--- config.mk ---
export PLATFORM = sky130hd
export DESIGN_NAME = smlpf_peak
export DESIGN_NICKNAME = d
export VERILOG_FILES = /design/src/hdl/smlpf_pkg.sv /design/src/hdl/smlpf_peak.sv
export SDC_FILE = /design/constraint.sdc
export NUM_CORES = 1
export LEC_CHECK = 0
export BUFFER_PORTS_ARGS = -buffer_cell sky130_fd_sc_hd__buf_2
export CAP_MARGIN = 30
export CORE_MARGIN = 5
export CORE_UTILIZATION = 35
export DETAILED_ROUTE_END_ITERATION = 6
export SYNTH_ARGS = -nofsm -noshare
export SYNTH_HDL_FRONTEND = slang
export SYNTH_SLANG_ARGS = --single-unit
--- constraint.sdc ---
create_clock -name vclk -period 4.47
set_input_delay 0.447 -clock vclk [all_inputs]
set_output_delay 0.447 -clock vclk [all_outputs]
set_load 0.01 [all_outputs]
--- src/hdl/smlpf_pkg.sv ---
// shared types and constants of the score map local peak finder
package smlpf_pkg;

  localparam int DIM_BITS   = 10;
  localparam int CFG_IDX_W  = 2;

  localparam logic [CFG_IDX_W-1:0] REG_MAP_WIDTH       = 2'd0;
  localparam logic [CFG_IDX_W-1:0] REG_MAP_HEIGHT      = 2'd1;
  localparam logic [CFG_IDX_W-1:0] REG_SCORE_THRESHOLD = 2'd2;

  // neighbor availability and edge flags of one window position
  typedef struct packed {
    logic y_ge1;
    logic y_ge2;
    logic x_ge1;
    logic x_ge2;
    logic last_col;
    logic last_row;
  } smlpf_pos_t;

endpackage

--- src/hdl/smlpf_peak.sv ---
// peak decision for the four candidate cells of the 3x3 window
module smlpf_peak #(
  parameter int SCORE_BITS = 16
) (
  input  logic signed [SCORE_BITS-1:0] win [3][3],
  input  logic signed [SCORE_BITS-1:0] threshold,
  input  smlpf_pkg::smlpf_pos_t        pos,
  output logic [3:0]                   hit
);

  localparam int CR [4] = '{1, 1, 2, 2};
  localparam int CC [4] = '{1, 2, 1, 2};

  logic [2:0] rowv;
  logic [2:0] colv;
  logic [3:0] en;
  logic [3:0] ok;

  assign rowv = {1'b1, pos.y_ge1, pos.y_ge2};
  assign colv = {1'b1, pos.x_ge1, pos.x_ge2};

  assign en[0] = pos.y_ge1 && pos.x_ge1;
  assign en[1] = pos.last_col && pos.y_ge1;
  assign en[2] = pos.last_row && pos.x_ge1;
  assign en[3] = pos.last_row && pos.last_col;

  always_comb begin
    int dr;
    int dc;
    for (int k = 0; k < 4; k++) begin
      ok[k] = win[CR[k]][CC[k]] > threshold;
      for (int r = 0; r < 3; r++) begin
        for (int c = 0; c < 3; c++) begin
          dr = r - CR[k];
          dc = c - CC[k];
          if (dr >= -1 && dr <= 1 && dc >= -1 && dc <= 1 && !(dr == 0 && dc == 0) &&
              rowv[r] && colv[c]) begin
            if (!(win[CR[k]][CC[k]] > win[r][c])) begin
              ok[k] = 1'b0;
            end
          end
        end
      end
    end
  end

  assign hit = ok & en;

endmodule

==> results of run 1 <==
## worst max-delay path by stage
stage / start / to / slack, ps / depth (start not counted)
floorplan: win[63] / hit[1] / 1390 / 9
global placement: win[79] / hit[0] / 730 / 11
detailed placement: win[79] / hit[0] / 690 / 11
CTS: win[79] / hit[0] / 680 / 11
global route: win[79] / hit[0] / 550 / 10
finish: win[79] / hit[0] / 660 / 11
## power groups by stage
| stage | clock (W) | sequential (W) | combinational (W) |
|---|---|---|---|
| floorplan | 0 | 0 | 0.000492 |
| global placement | 0 | 0 | 0.000775 |
| detailed placement | 0 | 0 | 0.000788 |
| CTS | 0 | 0 | 0.000795 |
| global route | 0 | 0 | 0.000913 |
| finish | 0 | 0 | 0.000800 |
## cell families after synthesis
logic type | after synthesis
buffers and inverters | 151
AO/OA/AOI/OAI | 243
AND/OR/NAND/NOR | 224
adder cells (fa/ha/maj) | 304
multiplexers | 12
## cell type report
class | instances | area (µm²) | share of cell area
inverter | 151 | 567 | 0.0665
timing repair buffer | 170 | 851 | 0.0998
tap | 275 | 344 | 0.0404
multi-input combinational | 783 | 6760 | 0.793
## critical path: stages
cell and delay, ps:
buf_2 220, inv_1 120, ha_1 350, nand4_1 210, or4_1 660, a21oi_1 210, nor4b_1 90, mux2i_1 250
nand4_1 160, nor4bb_1 420, buf_2 210
## metal layers
layer | vias to the layer above | wire length [µm]
met3 | 18 | 1610
met1 | 3314 | 12600
met5 | - | 25
met2 | 205 | 11500
met4 | 4 | 176
li1 | 3897 | -
## stage by stage
stage / power [W] / setup WS, ps / hold slack (ps) / util
after detailed placement: 0.000788 / 694 / 1270 / 0.409
after CTS: 0.000795 / 685 / 1270 / 0.409
after global placement: 0.000775 / 733 / 1270 / 0.409
after floorplan: 0.000492 / 1390 / 954 / -
after global routing: 0.000913 / 554 / 1280 / 0.409
final: 0.000800 / 664 / 1280 / 0.409
## layout by cell type, fill, tap and decap left out, types with 3 or more instances in the layout
cell       count
ha_1         304
buf_2        170
inv_1        151
a21oi_1       94
nand4_1       62
a21o_1        43
nand2_1       41
nand3_1       24
o21ai_0       24
nor2b_1       21
o211ai_1      19
nor2_1        18
o21a_1        13
nor3_1        11
mux2i_1       10
nand2b_1       9
a2111oi_0      8
nor4_1         8
and4_1         8
a211oi_1       6
a31oi_1        6
and3_1         5
or4_1          5
o31ai_1        3
a221oi_1       3
==> results.json, run 1 <==
{
  "clock_buffer_count": 0,
  "die_h_um": 155,
  "netSwitchingPower_w": 0.000460,
  "drc": 0,
  "post_route_cells_drive_above_1_share": 0.167,
  "die_w_um": 155,
  "sequentialPowerShare": 0,
  "hold_buffers": 0,
  "timing.final.hold_violations": 0,
  "yosys.area.top_type": "ha_1",
  "fin_crit_sh": 0.851,
  "port_buffers": 170,
  "first_global_vias": 7144,
  "area_of_the_die_um2": 23900,
  "seq_area_frac_synth": 0,
  "number_of_ports_placed_on_the_die_boundary": 170,
  "setup_violations": 0,
  "worst_pin_slew_ps": 887,
  "yosys.area.top_type_share": 0.519,
  "sw_frac_of_total": 0.575,
  "grt_max_degree": 8,
  "grtUsageMet1": 0.301,
  "grt_remaining_overflow": 0,
  "dp_hpwl_um": 23400,
  "placed_area_um2": 8530,
  "maxCapViolations": 0,
  "fin_area_um2": 8530,
  "sequential_cell_area_um2": 0,
  "synthXorXnorAreaFrac": 0,
  "post_synth_and_or_nand_nor_area_fraction": 0.173,
  "setup_total_negative_slack_ps": 0,
  "globalplace.congestion": 0.908,
  "vias": 7438,
  "synth.cell_area_um2": 7330,
  "initial_core_utilization": 0.352,
  "grt.busiest_layer": "met2",
  "via_count_normalized_by_instance_count": 5.39,
  "internal_power_w": 0.000340,
  "grt_use_met3": 0.0227,
  "status": "complete, no violations",
  "arrival_ps": 3360,
  "placed_cells_incl_taps": 1379,
  "largest_family_of_logic_cells_by_synthesized_area": "adder cells",
  "finalMaxSlewViolations": 0,
  "clkPwrFrac": 0,
  "synth_most_common_cell": "ha_1",
  "synth_fa_ha_area_frac": 0.519,
  "hold_path_class": "in2out",
  "fillCellCount": 2197,
  "finalNonFillerCells": 1379,
  "area_delta_synth_final_pct": 16.3,
  "wirelength_um": 25900,
  "count_of_mapped_cells_out_of_synthesis": 934,
  "critical_path_peak_fanout": 7,
  "min-delay-start": "pos[4]",
  "slew-limit-headroom": 0.393,
  "multiplexer_area_fraction_after_synthesis": 0.0172,
  "post_cts_buffers": 0,
  "drt_initial_violations": 439,
  "layout_min_cycle_time_ps": 3810,
  "std_cell_rows": 53,
  "timing.hold.worst_endpoint": "hit[1]",
  "vdd_drop_max_uv": 39.2,
  "antenna_cells": 0,
  "seq_cells": 0,
  "synth_fp_nets": 1404,
  "p_comb_frac": 1.000,
  "drt_first_pass_iters": 5,
  "grt_setup_unrepaired": "false",
  "maximum_clock_frequency_ghz": 0.263,
  "setup.worst_path.end_class": "output pin",
  "syn_avg_cell_area_um2": 7.85,
  "track_usage": 0.206,
  "antenna_found_initial": 2,
  "ys_warn_count": 0,
  "timing_worst_setup_path_type": "in2out",
  "cellLeakagePower_nw": 4.89,
  "worstHoldPathCells": 3,
  "synthTopCellsByArea": "ha_1 (52%), inv_1 (7.7%), a21oi_1 (6.4%)",
  "fin_nets": 1576,
  "power_density_nw_per_um2": 93.8,
  "resized_gates_after_cts": 0,
  "global_route.usage.met2": 0.342,
  "grt_pass1_wl_um": 39300,
  "timing.critical_path.from_type": "input port",
  "critical_path_rt_ps": 4020,
  "core_area_um2": 20800,
  "antenna_left": 0,
  "yosys.cell_types.count": 52,
  "synth.cells.most_frequent": "ha_1 (304), inv_1 (151), a21oi_1 (94)",
  "synth_compound_gate_area_share": 0.214,
  "drt-wirelength-per-cell_um": 18.8
}
(Power assumes the default switching activity.)
==> inputs of run 2 (changes only) <==
--- a/config.mk
+++ b/config.mk
@@ -5,11 +5,13 @@
 export SDC_FILE = /design/constraint.sdc
 export NUM_CORES = 1
 export LEC_CHECK = 0
+export ABC_CLOCK_PERIOD_IN_PS = 4470
 export BUFFER_PORTS_ARGS = -buffer_cell sky130_fd_sc_hd__buf_2
 export CAP_MARGIN = 30
 export CORE_MARGIN = 5
 export CORE_UTILIZATION = 35
 export DETAILED_ROUTE_END_ITERATION = 6
+export GPL_TIMING_DRIVEN = 0
 export SYNTH_ARGS = -nofsm -noshare
 export SYNTH_HDL_FRONTEND = slang
 export SYNTH_SLANG_ARGS = --single-unit
==> constraint.sdc (replaced) <==
create_clock -name vclk -period 4.47
set_input_delay 1.1175 -clock vclk [all_inputs]
set_output_delay 1.1175 -clock vclk [all_outputs]
set_load 0.01 [all_outputs]
==> run 2 against run 1 <==
- first-iteration DRC count is 2.5% lower
- sequential share of layout area stayed put
- wire length is 4.6% higher
- total power is 22% higher
- sequential cell count stayed put
- via count is 3.3% higher
- critical path depth is 1 lower
- hold slack better by 1300 ps
- the flow now finishes with violations (setup timing)
- maximum frequency is 20% lower
- core utilization is 7.1 points higher
==> results.json, run 2 (synthesized netlist as in run 1, its figures left out) <==
{
  "status": "finished with violations",
  "violations": "setup timing",
  "track_usage": 0.209,
  "hold_path_class": "in2out",
  "globalplace.congestion": 0.905,
  "die_h_um": 155,
  "drt-wirelength-per-cell_um": 19.1,
  "drt_initial_violations": 428,
  "setup_violations": 4,
  "routed-wl-met2_um": 12200,
  "arrival_ps": 3640,
  "grt_max_degree": 8,
  "layout_common_cells": "ha_1 (270), buf_2 (127), inv_1 (124)",
  "area_of_the_die_um2": 23900,
  "timing_worst_setup_path_type": "in2out",
  "post_route_cells_drive_above_1_share": 0.275,
  "port_buffers": 170,
  "first_global_vias": 7404,
  "dp_hpwl_um": 22900,
  "path_buf_inv": 2,
  "drc": 0,
  "grt_setup_unrepaired": "true",
  "most_common_library_cell_in_the_layout_ignoring_fill_and_taps": "ha_1",
  "power_density_nw_per_um2": 97.6,
  "core_area_um2": 20800,
  "wirelength_um": 27100,
  "hold_buffers": 0,
  "critical_path_peak_fanout": 6,
  "fillCellCount": 2068,
  "post-route-worst-setup-slack_ps": -284,
  "placed_cells_incl_taps": 1380,
  "antenna_cells": 0,
  "slowest_delay_ps": 600,
  "slew-limit-headroom": 0.557,
  "grt_remaining_overflow": 0,
  "maxCapViolations": 0,
  "multi_input_area_um2": 7430,
  "sequential_cell_area_um2": 0,
  "timing.critical_path.slowest_stage_cell": "or4_4",
  "critical_path_rt_ps": 3350,
  "finalMaxSlewViolations": 0,
  "setup.worst_path.end_class": "output pin",
  "dr_wl_met3_um": 1750,
  "layout_min_cycle_time_ps": 4750,
  "timing.critical_path.max_delay_family": "simple AND/OR/NAND/NOR gates",
  "clock_buffer_count": 0,
  "fin_crit_sh": 1.06,
  "seq_cells": 0,
  "antenna_found_initial": 1,
  "via_count_normalized_by_instance_count": 5.41,
  "std_cell_rows": 53,
  "wl_met1_um": 12700,
  "finalNonFillerCells": 1420,
  "highest_routed_layer": "met5",
  "cellLeakagePower_nw": 5.24,
  "initial_core_utilization": 0.352,
  "timing.critical_path.from_type": "input port",
  "grt_pass1_wl_um": 40000,
  "fin_nets": 1617,
  "antenna_left": 0,
  "critical_path_cell_sequence": "buf_4, ha_4, nand4_1, or4_4, a21oi_4, or3b_4, mux2_4, o31a_1, a2111oi_4, buf_2",
  "setup_total_negative_slack_ps": -545,
  "number_of_ports_placed_on_the_die_boundary": 170,
  "timing.final.hold_violations": 0,
  "vias": 7680,
  "vdd_drop_max_uv": 35.0,
  "worst_pin_slew_ps": 663,
  "area_delta_synth_final_pct": 36.4,
  "maximum_clock_frequency_ghz": 0.210,
  "drt_first_pass_iters": 6,
  "die_w_um": 155
}
-- run 2: area by class of cell --
cell class                      count  share of cell area
Timing Repair Buffer              211               0.159
Inverter                          151              0.0630
Tap cell                          275              0.0344
Multi-Input combinational cell    783               0.743
-- run 2: power breakdown --
| part | internal [W] | switching [W] | total, W |
|---|---|---|---|
| clock network | 0 | 0 | 0 |
| registers | 0 | 0 | 0 |
| logic | 0.000460 | 0.000515 | 0.000976 |
-- run 2: path summary, 6_finish.rpt --
path	startpoint	endpoint	slack, ps	cells past startpoint
hold / removal	pos[4]	hit[1]	2620	3
setup / recovery	win[27]	hit[1]	-280	10
-- run 2: timing repair --
action	4_1_cts	5_1_grt
pin swaps	25	31
resized for setup	122	146
setup endpoints to repair	4	4
gates cloned	0	0
buffers inserted	15	25
hold endpoints to repair	0	0
-- run 2: through the flow --
stage / util / hold slack [ps] / area [µm²] / setup slack (ps) / power (W)
2_1_floorplan: - / 2290 / 7330 / 52.1 / 0.000492
3_3_place_gp: 0.409 / 2600 / 8530 / -734 / 0.000763
3_5_place_dp: 0.410 / 2600 / 8530 / -786 / 0.000784
4_1_cts: 0.439 / 2610 / 9150 / -329 / 0.000861
5_1_grt: 0.480 / 2630 / 10000 / -346 / 0.00109
6_report: 0.480 / 2620 / 10000 / -284 / 0.000976
-- run 2: layer usage --
layer	track usage	vias up
met4	0.0273	2
met5	0	-
met1	0.298	3445
li1	-	3966
met3	0.0224	31
met2	0.349	236
